===== config.mk =====
export PLATFORM = sky130hd
export DESIGN_NAME = usage_burn_rate_predictor
export DESIGN_NICKNAME = d
export VERILOG_FILES = /design/src/hdl/ubrp_pkg.sv /design/src/hdl/usage_burn_rate_predictor.sv /design/src/hdl/ubrp_div.sv /design/src/hdl/ubrp_core.sv
export SDC_FILE = /design/constraint.sdc
export NUM_CORES = 2
export LEC_CHECK = 0
export ABC_CLOCK_PERIOD_IN_PS = 12500
export BUFFER_PORTS_ARGS = -buffer_cell sky130_fd_sc_hd__buf_2
export CAP_MARGIN = 10
export CORE_MARGIN = 4
export CORE_UTILIZATION = 33
export CTS_CLUSTER_DIAMETER = 100
export CTS_CLUSTER_SIZE = 10
export DETAILED_ROUTE_END_ITERATION = 8
export SYNTH_ARGS = -nofsm -noshare
export SYNTH_HDL_FRONTEND = slang
export SYNTH_HIERARCHICAL = 1
export SYNTH_SLANG_ARGS = --single-unit

===== constraint.sdc =====
create_clock -name clock -period 12.5 [get_ports clock]
set_clock_uncertainty 0.2 [all_clocks]
set_input_delay 3.75 -clock clock [delete_from_list [all_inputs] [get_ports clock]]
set_output_delay 3.75 -clock clock [all_outputs]
set_load 0.01 [all_outputs]

===== src/hdl/ubrp_pkg.sv =====
`timescale 1ns / 1ps
// Shared types and constants of the usage burn-rate predictor.
package ubrp_pkg;

   localparam int unsigned TIME_BITS    = 48;
   localparam int unsigned USED_BITS    = 16;
   localparam int unsigned RESET_BITS   = 24;
   localparam int unsigned RATE_BITS    = 32;
   localparam int unsigned ETA_BITS     = 32;
   localparam int unsigned MS_BITS      = 10;     // bits to hold MS_PER_S
   localparam int unsigned MS_PER_S     = 1000;
   localparam int unsigned GAP_MIN_MS   = 1000;
   localparam int unsigned SMOOTH_DIV   = 5;      // rate = (3 old + 2 new) / 5
   localparam int unsigned RATE_MIN_INV = 10000;  // rates at most 1/10000 unit/s predict nothing

   typedef struct packed {
      logic [USED_BITS-1:0]  used_short;
      logic [USED_BITS-1:0]  limit_short;
      logic [USED_BITS-1:0]  used_long;
      logic [USED_BITS-1:0]  limit_long;
      logic [RESET_BITS-1:0] reset_short_s;
      logic [RESET_BITS-1:0] reset_long_s;
      logic [TIME_BITS-1:0]  update_ms;
      logic [TIME_BITS-1:0]  now_ms;
   } req_type;

   typedef struct packed {
      logic                runout_warn;
      logic                exhaust_window;
      logic [ETA_BITS-1:0] runout_eta_s;
   } rsp_type;

   // Projection of both windows, handed from the core to the result stage.
   typedef struct packed {
      logic [ETA_BITS-1:0]   eta_short;
      logic [ETA_BITS-1:0]   eta_long;
      logic [RESET_BITS-1:0] rem_short;
      logic [RESET_BITS-1:0] rem_long;
   } proj_type;

endpackage


===== src/hdl/usage_burn_rate_predictor.sv =====
`timescale 1ns / 1ps
// Top level of the usage burn-rate predictor: handshake and result register.
//
// Each accepted item yields one result. An item runs through seven steps on one
// bit-serial divider (elapsed seconds, then per window the new rate, the smoothed
// rate and the time to limit); a step with nothing to divide is skipped. The
// divider yields one quotient bit per cycle over DW bits, with
// DW = max(TIME_BITS, 26 + RATE_FRAC_BITS, 35) = 48 by default. The rate is
// unsigned fixed point with RATE_FRAC_BITS fraction bits; times are 48-bit
// milliseconds. A new item is taken while the previous result waits in the output
// register.
module usage_burn_rate_predictor #(
   parameter int unsigned RATE_FRAC_BITS = 16
) (
   input  logic              clock,
   input  logic              reset,
   input  logic              req_valid,
   output logic              req_ready,
   input  ubrp_pkg::req_type req_data,
   output logic              rsp_valid,
   input  logic              rsp_ready,
   output ubrp_pkg::rsp_type rsp_data
);

   localparam int unsigned EB = ubrp_pkg::ETA_BITS;

   ubrp_pkg::proj_type proj;
   logic               proj_done;
   logic               out_free;
   logic               warn_s, warn_l;
   ubrp_pkg::rsp_type  rsp_ff, rsp_in;
   logic               rsp_valid_ff, rsp_valid_in;

   ubrp_core #(.RATE_FRAC_BITS(RATE_FRAC_BITS)) u_core (
      .clock     (clock),
      .reset     (reset),
      .in_valid  (req_valid),
      .in_ready  (req_ready),
      .in_data   (req_data),
      .proj_done (proj_done),
      .out_free  (out_free),
      .proj      (proj)
   );

   assign out_free = !rsp_valid_ff || rsp_ready;

   always_comb begin
      warn_s = (proj.eta_short != '0) && (proj.rem_short != '0) &&
               (proj.eta_short < EB'(proj.rem_short));
      warn_l = (proj.eta_long != '0) && (proj.rem_long != '0) &&
               (proj.eta_long < EB'(proj.rem_long));
      rsp_in       = rsp_ff;
      rsp_valid_in = rsp_valid_ff;
      if (rsp_ready) begin
         rsp_valid_in = 1'b0;
      end
      if (proj_done && out_free) begin
         rsp_valid_in = 1'b1;
         // earlier exhaustion wins, a tie goes to the short window
         if (warn_s && (!warn_l || proj.eta_short <= proj.eta_long)) begin
            rsp_in.runout_warn    = 1'b1;
            rsp_in.exhaust_window = 1'b0;
            rsp_in.runout_eta_s   = proj.eta_short;
         end else if (warn_l) begin
            rsp_in.runout_warn    = 1'b1;
            rsp_in.exhaust_window = 1'b1;
            rsp_in.runout_eta_s   = proj.eta_long;
         end else begin
            rsp_in.runout_warn    = 1'b0;
            rsp_in.exhaust_window = 1'b0;
            rsp_in.runout_eta_s   = '0;
         end
      end
   end

   always_ff @(posedge clock) begin
      if (reset) begin
         rsp_valid_ff <= 1'b0;
      end else begin
         rsp_valid_ff <= rsp_valid_in;
      end
      rsp_ff <= rsp_in;
   end

   assign rsp_valid = rsp_valid_ff;
   assign rsp_data  = rsp_ff;

endmodule


===== src/hdl/ubrp_div.sv =====
`timescale 1ns / 1ps
// Bit-serial restoring divider, one quotient bit per cycle.
module ubrp_div #(
   parameter int unsigned DW = 48,
   parameter int unsigned VW = 48
) (
   input  logic          clock,
   input  logic          reset,
   input  logic          start,
   input  logic [DW-1:0] dividend,
   input  logic [VW-1:0] divisor,
   output logic          done,
   output logic [DW-1:0] quotient
);

   localparam int unsigned CW = $clog2(DW + 1);

   logic          busy_ff, busy_in;
   logic          done_ff, done_in;
   logic [CW-1:0] cnt_ff, cnt_in;
   logic [VW-1:0] rem_ff, rem_in;
   logic [DW-1:0] quo_ff, quo_in;
   logic [VW-1:0] dvs_ff, dvs_in;

   logic [VW:0]   shifted;
   logic          ge;

   always_comb begin
      shifted = {rem_ff, quo_ff[DW-1]};
      ge      = shifted >= {1'b0, dvs_ff};
      busy_in = busy_ff;
      done_in = 1'b0;
      cnt_in  = cnt_ff;
      rem_in  = rem_ff;
      quo_in  = quo_ff;
      dvs_in  = dvs_ff;
      if (start) begin
         busy_in = 1'b1;
         cnt_in  = CW'(DW);
         rem_in  = '0;
         quo_in  = dividend;
         dvs_in  = divisor;
      end else if (busy_ff) begin
         // shift in the next dividend bit, subtract when it fits
         rem_in = ge ? VW'(shifted - {1'b0, dvs_ff}) : shifted[VW-1:0];
         quo_in = {quo_ff[DW-2:0], ge};
         cnt_in = cnt_ff - CW'(1);
         if (cnt_ff == CW'(1)) begin
            busy_in = 1'b0;
            done_in = 1'b1;
         end
      end
   end

   always_ff @(posedge clock) begin
      if (reset) begin
         busy_ff <= 1'b0;
         done_ff <= 1'b0;
         cnt_ff  <= '0;
      end else begin
         busy_ff <= busy_in;
         done_ff <= done_in;
         cnt_ff  <= cnt_in;
      end
      rem_ff <= rem_in;
      quo_ff <= quo_in;
      dvs_ff <= dvs_in;
   end

   assign done     = done_ff;
   assign quotient = quo_ff;

endmodule


===== src/hdl/ubrp_core.sv =====
`timescale 1ns / 1ps
// Tracker state and operation sequencer around the shared serial divider.
module ubrp_core #(
   parameter int unsigned RATE_FRAC_BITS = 16
) (
   input  logic               clock,
   input  logic               reset,
   input  logic               in_valid,
   output logic               in_ready,
   input  ubrp_pkg::req_type  in_data,
   output logic               proj_done,
   input  logic               out_free,
   output ubrp_pkg::proj_type proj
);

   localparam int unsigned F        = RATE_FRAC_BITS;
   localparam int unsigned TB       = ubrp_pkg::TIME_BITS;
   localparam int unsigned UB       = ubrp_pkg::USED_BITS;
   localparam int unsigned RB       = ubrp_pkg::RATE_BITS;
   localparam int unsigned SB       = ubrp_pkg::RESET_BITS;
   localparam int unsigned NUM_BITS = UB + ubrp_pkg::MS_BITS + F;
   localparam int unsigned SM_BITS  = RB + 3;
   localparam int unsigned EN_BITS  = UB + F;
   localparam int unsigned DW_A     = (NUM_BITS > TB) ? NUM_BITS : TB;
   localparam int unsigned DW_B     = (SM_BITS > EN_BITS) ? SM_BITS : EN_BITS;
   localparam int unsigned DW       = (DW_A > DW_B) ? DW_A : DW_B;
   localparam int unsigned VW       = (TB > RB) ? TB : RB;
   localparam logic [RB-1:0] RATE_MIN = RB'((1 << F) / ubrp_pkg::RATE_MIN_INV);

   localparam logic [1:0] S_IDLE  = 2'd0;
   localparam logic [1:0] S_ISSUE = 2'd1;
   localparam logic [1:0] S_WAIT  = 2'd2;
   localparam logic [1:0] S_DONE  = 2'd3;

   localparam logic [2:0] STEP_EL    = 3'd0;
   localparam logic [2:0] STEP_INST0 = 3'd1;
   localparam logic [2:0] STEP_SM0   = 3'd2;
   localparam logic [2:0] STEP_ETA0  = 3'd3;
   localparam logic [2:0] STEP_INST1 = 3'd4;
   localparam logic [2:0] STEP_SM1   = 3'd5;
   localparam logic [2:0] STEP_ETA1  = 3'd6;

   logic [1:0]        state_ff, state_in;
   logic [2:0]        step_ff, step_in;
   ubrp_pkg::req_type req_ff, req_in;
   logic              smp_en_ff, smp_en_in;
   logic [TB-1:0]     last_ff, last_in;
   logic              valid_ff [2];
   logic              valid_in [2];
   logic [TB-1:0]     time_ff [2];
   logic [TB-1:0]     time_in [2];
   logic [UB-1:0]     used_ff [2];
   logic [UB-1:0]     used_in [2];
   logic [RB-1:0]     rate_ff [2];
   logic [RB-1:0]     rate_in [2];
   logic [RB-1:0]     eta_ff [2];
   logic [RB-1:0]     eta_in [2];
   logic [SB-1:0]     rem_ff [2];
   logic [SB-1:0]     rem_in [2];
   logic [RB-1:0]     inst_ff, inst_in;
   logic              smooth_ff, smooth_in;

   logic              trk;
   logic [UB-1:0]     u_k, lim_k, diff_used;
   logic [TB-1:0]     gap, elapsed;
   logic [NUM_BITS-1:0] num;
   logic [SM_BITS-1:0]  sm;
   logic [EN_BITS-1:0]  eta_num;
   logic              advance;

   logic              div_start;
   logic [DW-1:0]     div_dividend;
   logic [VW-1:0]     div_divisor;
   logic              div_done;
   logic [DW-1:0]     div_q;

   function automatic logic [RB-1:0] sat_rate(input logic [DW-1:0] q);
      sat_rate = (|q[DW-1:RB]) ? '1 : q[RB-1:0];
   endfunction

   function automatic logic [SB-1:0] remaining(input logic [SB-1:0] rst_s,
                                               input logic [DW-1:0] el);
      if (rst_s == '0 || el >= DW'(rst_s)) begin
         remaining = '0;
      end else begin
         remaining = rst_s - el[SB-1:0];
      end
   endfunction

   ubrp_div #(.DW(DW), .VW(VW)) u_div (
      .clock    (clock),
      .reset    (reset),
      .start    (div_start),
      .dividend (div_dividend),
      .divisor  (div_divisor),
      .done     (div_done),
      .quotient (div_q)
   );

   always_comb begin
      trk       = (step_ff >= STEP_INST1);
      u_k       = trk ? req_ff.used_long : req_ff.used_short;
      lim_k     = trk ? req_ff.limit_long : req_ff.limit_short;
      diff_used = u_k - used_ff[trk];
      gap       = req_ff.update_ms - time_ff[trk];
      elapsed   = (req_ff.now_ms >= req_ff.update_ms) ?
                  (req_ff.now_ms - req_ff.update_ms) : '0;
      num       = NUM_BITS'(NUM_BITS'(diff_used) * NUM_BITS'(ubrp_pkg::MS_PER_S)) << F;
      sm        = (SM_BITS'(rate_ff[trk]) << 1) + SM_BITS'(rate_ff[trk]) +
                  (SM_BITS'(inst_ff) << 1);
      eta_num   = EN_BITS'(lim_k - u_k) << F;

      state_in  = state_ff;
      step_in   = step_ff;
      req_in    = req_ff;
      smp_en_in = smp_en_ff;
      last_in   = last_ff;
      valid_in  = valid_ff;
      time_in   = time_ff;
      used_in   = used_ff;
      rate_in   = rate_ff;
      eta_in    = eta_ff;
      rem_in    = rem_ff;
      inst_in   = inst_ff;
      smooth_in = smooth_ff;
      advance   = 1'b0;

      div_start    = 1'b0;
      div_dividend = '0;
      div_divisor  = '0;

      case (state_ff)
         S_IDLE: begin
            if (in_valid) begin
               req_in    = in_data;
               smp_en_in = (in_data.update_ms != '0) && (in_data.update_ms != last_ff);
               if (smp_en_in) begin
                  last_in = in_data.update_ms;
               end
               step_in  = STEP_EL;
               state_in = S_ISSUE;
            end
         end
         S_ISSUE: begin
            case (step_ff)
               STEP_EL: begin
                  div_start    = 1'b1;
                  div_dividend = DW'(elapsed);
                  div_divisor  = VW'(ubrp_pkg::MS_PER_S);
               end
               STEP_INST0, STEP_INST1: begin
                  smooth_in = 1'b0;
                  if (smp_en_ff) begin
                     if (!valid_ff[trk]) begin
                        valid_in[trk] = 1'b1;
                        time_in[trk]  = req_ff.update_ms;
                        used_in[trk]  = u_k;
                     end else if (req_ff.update_ms <= time_ff[trk]) begin
                        // stale sample: leave the tracker alone
                     end else if (u_k < used_ff[trk]) begin
                        // usage dropped: restart the tracker
                        time_in[trk] = req_ff.update_ms;
                        used_in[trk] = u_k;
                        rate_in[trk] = '0;
                     end else if (gap >= TB'(ubrp_pkg::GAP_MIN_MS)) begin
                        div_start    = 1'b1;
                        div_dividend = DW'(num);
                        div_divisor  = VW'(gap);
                     end
                  end
               end
               STEP_SM0, STEP_SM1: begin
                  if (smooth_ff) begin
                     div_start    = 1'b1;
                     div_dividend = DW'(sm);
                     div_divisor  = VW'(ubrp_pkg::SMOOTH_DIV);
                  end
               end
               STEP_ETA0, STEP_ETA1: begin
                  if (rate_ff[trk] > RATE_MIN && u_k < lim_k) begin
                     div_start    = 1'b1;
                     div_dividend = DW'(eta_num);
                     div_divisor  = VW'(rate_ff[trk]);
                  end else begin
                     eta_in[trk] = '0;
                  end
               end
               default: begin
               end
            endcase
            if (div_start) begin
               state_in = S_WAIT;
            end else begin
               advance = 1'b1;
            end
         end
         S_WAIT: begin
            if (div_done) begin
               advance = 1'b1;
               case (step_ff)
                  STEP_EL: begin
                     rem_in[0] = remaining(req_ff.reset_short_s, div_q);
                     rem_in[1] = remaining(req_ff.reset_long_s, div_q);
                  end
                  STEP_INST0, STEP_INST1: begin
                     time_in[trk] = req_ff.update_ms;
                     used_in[trk] = u_k;
                     inst_in      = sat_rate(div_q);
                     if (rate_ff[trk] == '0) begin
                        rate_in[trk] = sat_rate(div_q);
                     end else begin
                        smooth_in = 1'b1;
                     end
                  end
                  STEP_SM0, STEP_SM1: begin
                     rate_in[trk] = div_q[RB-1:0];
                  end
                  STEP_ETA0, STEP_ETA1: begin
                     eta_in[trk] = sat_rate(div_q);
                  end
                  default: begin
                  end
               endcase
            end
         end
         S_DONE: begin
            if (out_free) begin
               state_in = S_IDLE;
            end
         end
         default: begin
            state_in = S_IDLE;
         end
      endcase

      if (advance) begin
         if (step_ff == STEP_ETA1) begin
            state_in = S_DONE;
         end else begin
            step_in  = step_ff + 3'd1;
            state_in = S_ISSUE;
         end
      end
   end

   always_ff @(posedge clock) begin
      if (reset) begin
         state_ff <= S_IDLE;
         step_ff  <= STEP_EL;
         last_ff  <= '0;
         for (int k = 0; k < 2; k++) begin
            valid_ff[k] <= 1'b0;
            time_ff[k]  <= '0;
            used_ff[k]  <= '0;
            rate_ff[k]  <= '0;
         end
      end else begin
         state_ff <= state_in;
         step_ff  <= step_in;
         last_ff  <= last_in;
         for (int k = 0; k < 2; k++) begin
            valid_ff[k] <= valid_in[k];
            time_ff[k]  <= time_in[k];
            used_ff[k]  <= used_in[k];
            rate_ff[k]  <= rate_in[k];
         end
      end
      req_ff    <= req_in;
      smp_en_ff <= smp_en_in;
      inst_ff   <= inst_in;
      smooth_ff <= smooth_in;
      for (int k = 0; k < 2; k++) begin
         eta_ff[k] <= eta_in[k];
         rem_ff[k] <= rem_in[k];
      end
   end

   assign in_ready       = (state_ff == S_IDLE);
   assign proj_done      = (state_ff == S_DONE);
   assign proj.eta_short = eta_ff[0];
   assign proj.eta_long  = eta_ff[1];
   assign proj.rem_short = rem_ff[0];
   assign proj.rem_long  = rem_ff[1];

endmodule


==> flow_metrics.env <==
export IMPL_grt_max_degree=161
export IMPL_timing_fmax_ghz=0.110
export IMPL_crit_path_end_kind="flip-flop"
export IMPL_clkLatencyLatePin_ns=0.72
export IMPL_clock_sinks=788
export IMPL_drc=0
export IMPL_die_w_microns=405
export IMPL_netlist_area_sq_um=51900
export IMPL_hold_buffers=0
export IMPL_h_tree_depth=3
export IMPL_ys_seq_area_frac=0.397
export IMPL_rows=145
export IMPL_hold_violations=0
export IMPL_nNetsFinal=6414
export IMPL_root_buffer="clkbuf_16"
export IMPL_syn_to_final_growth_pct=11.2
export IMPL_clk_pin_slew_ns=0.06
export IMPL_maxSlewHeadroom=0.205
export IMPL_critPathMaxStageDelay_ns=0.72
export IMPL_worstPathRequired_ns=12.74
export IMPL_antenna_found_initial=5
export IMPL_post_cts_buffers=0
export IMPL_wire_per_inst_microns=21.5
export IMPL_worstMarginPinSlew_ns=1.19
export IMPL_ys_types=106
export IMPL_die_area_sq_um=164000
export IMPL_routed_via_density=5.42
export IMPL_vias=42300
export IMPL_path_max_fanout=110
export IMPL_setup_violations=0
export IMPL_overflow=0
export IMPL_drt_initial_drc_count=3426
export IMPL_async_flop_share=0
export IMPL_grt_use_met2=0.312
export IMPL_busiest_layer="met2"
export IMPL_ant_nets=0
export IMPL_cts_buffers=90
export IMPL_crit_start="u_core/step_ff[2]$_SDFF_PP0_"
export IMPL_post_route_period_util=0.726
export IMPL_cts_resized_gates=0
export IMPL_use_met3=0.0275
export IMPL_drive_gt1_frac=0.0993
export IMPL_fin_setup_tns_ns=0
export IMPL_synthTopCellsByArea="edfxtp_1, dfxtp_1, ha_1, nand2_1, a21oi_1"
export IMPL_cp_start_kind="flip-flop"
export IMPL_wl_mm=167
export IMPL_grt_pass1_vias=40500
export IMPL_timing_rr_start="u_core/step_ff[2]$_SDFF_PP0_"
export IMPL_crit_slowest_cell="dfxtp_4"
export IMPL_period_needed_ns=9.08
export IMPL_critPathKind="flip-flop to flip-flop"
export IMPL_cp_common_cell="o21ai_0"
export IMPL_yosysTopAreaCell="edfxtp_1"
export IMPL_hp_class="flip-flop to flip-flop"
export IMPL_place_congestion=0.945
export IMPL_cts_tree="yes"
export IMPL_ys_warnings_count=6
export IMPL_start_util=0.332
export IMPL_clk_path_buf_depth=3
export IMPL_ios=248
export IMPL_ys_flop_type="edfxtp_1"
export IMPL_grt_pass1_wl_mm=251
export IMPL_dp_hpwl_mm=129
export IMPL_ys_ff_latch=788
export IMPL_status="complete, no violations"
export IMPL_synth_top_area_frac=0.280
export IMPL_drv_slew=0
export IMPL_rsz0062_at_grt="false"
export IMPL_max_cap_viol_count=0
export IMPL_portBuffers=247
export IMPL_critPathArrivalTime_ns=9.32
export IMPL_grt_total_usage=0.198
export IMPL_core_region_area_sq_um=156000
export IMPL_syn_instance_count=5545
export IMPL_hold_start="u_core/rate_ff[57]$_SDFFE_PP0P_"
export IMPL_avgSynthCellArea_sq_um=9.37
export IMPL_synth_edf_count=484
export IMPL_use_met1=0.277
export IMPL_first_pass_iters=6
export IMPL_fp_dieH_microns=405
cell usage in the layout (no fill, tap or decap), types with 42 or more instances in the layout:
cell       instances
nand2_1          664
edfxtp_1         484
inv_1            481
a21oi_1          445
ha_1             437
nor2_1           355
dfxtp_1          302
o21ai_0          255
buf_2            246
xnor2_1          178
mux2i_1          137
a21o_1           120
mux2_2            99
nand3_1           90
clkbuf_16         90
xor2_1            86
nand4_1           85
fa_1              85
nor4_1            84
o211ai_1          83
nor3_1            79
nand2b_1          65
clkbuf_1          51
a31oi_1           48
nor2b_1           42
cell usage after synthesis (21+ instances only):
cell,instances
a211oi_1,38
a21boi_0,21
a21o_1,120
a21oi_1,447
a221oi_1,21
a22oi_1,28
a311oi_1,39
a31oi_1,49
and2_1,22
and3_1,27
clkbuf_1,192
dfxtp_1,304
edfxtp_1,484
fa_1,85
ha_1,438
inv_1,483
mux2_2,99
mux2i_1,137
nand2_1,664
nand2b_1,66
nand3_1,90
nand4_1,85
nor2_1,361
nor2b_1,45
nor3_1,79
nor4_1,84
o211ai_1,83
o21a_1,38
o21ai_0,255
o21bai_1,34
o22ai_1,30
o32ai_1,28
or2_2,27
xnor2_1,178
xor2_1,86
per-stage QoR:
step	hold slack, ns	setup WS, ns	std cells	instance area, sq um	util
after global placement	0.235	3.57	7645	55100	0.352
after detailed placement	0.241	3.41	7645	55100	0.352
after CTS	0.249	3.36	7798	57800	0.369
after floorplan	0.228	1.81	5552	52000	-
after global routing	0.264	2.68	7798	57800	0.369
final	0.247	3.42	7800	57800	0.369
flip-flops by register name, indices dropped and copies added (netlist names), 32 cells and up:
signal,cells
u_core/rate_ff,64
u_core/used_ff,32
u_core/inst_ff,32
u_core/last_ff,48
u_core/u_div/rem_ff,48
u_core/time_ff,96
u_core/u_div/quotient,48
u_core/u_div/dvs_ff,48
u_core/req_ff,208
u_core/proj,112
rsp_data,34
per-layer routing:
layer	routed length [microns]	vias to the layer above
li1	-	20100
met1	76200	20400
met2	74300	1423
met3	10200	256
met4	6520	6
met5	38	-
logic make-up (layout without fill, tap and decap cells):
kind of cell,after synthesis,in the layout,synth area share
xor gates and xnor gates,264,264,0.0445
and+or+nand+nor,1626,1626,0.145
muxes,238,238,0.0483
DFF,788,788,0.397
other,1,10,0.0000722
AOI/OAI and AO/OA,1374,1374,0.170
adders and majority gates,523,523,0.138
buffers and inverters,731,919,0.0563
critical path: cells and delay by family, from the launching register on:
kind	cells	cell delay (ns)
AO/OA/AOI/OAI	13	2.63
adder cells (fa/ha/maj)	5	2.29
AND/OR/NAND/NOR	3	0.86
multiplexers	2	0.78
flip-flops	1	0.72
buffers and inverters	4	0.65
XOR/XNOR	2	0.46
worst paths after layout:
check	end	slack, ns	cells past startpoint
worst max-delay path	u_core/u_div/quotient[40]$_DFFE_PP_	3.42	29
worst min-delay path	u_core/rate_ff[57]$_SDFFE_PP0P_	0.25	2
worst max register to register	u_core/u_div/quotient[40]$_DFFE_PP_	3.42	29
worst min register to register	u_core/rate_ff[57]$_SDFFE_PP0P_	0.25	2
area by class of cell:
class	instances	area, sq um
flip-flops and latches	788	20600
well taps	2058	2570
fillers	15800	98600
clock inverters	10	198
clock buffers	143	2470
inverters	484	1820
diodes	2	5.00
multi-input cells	4033	28500
repair buffers	282	1530
Power is left out: the tool's default activity adds up to more than one toggle a clock period on the data nets, which glitch-free logic cannot reach.
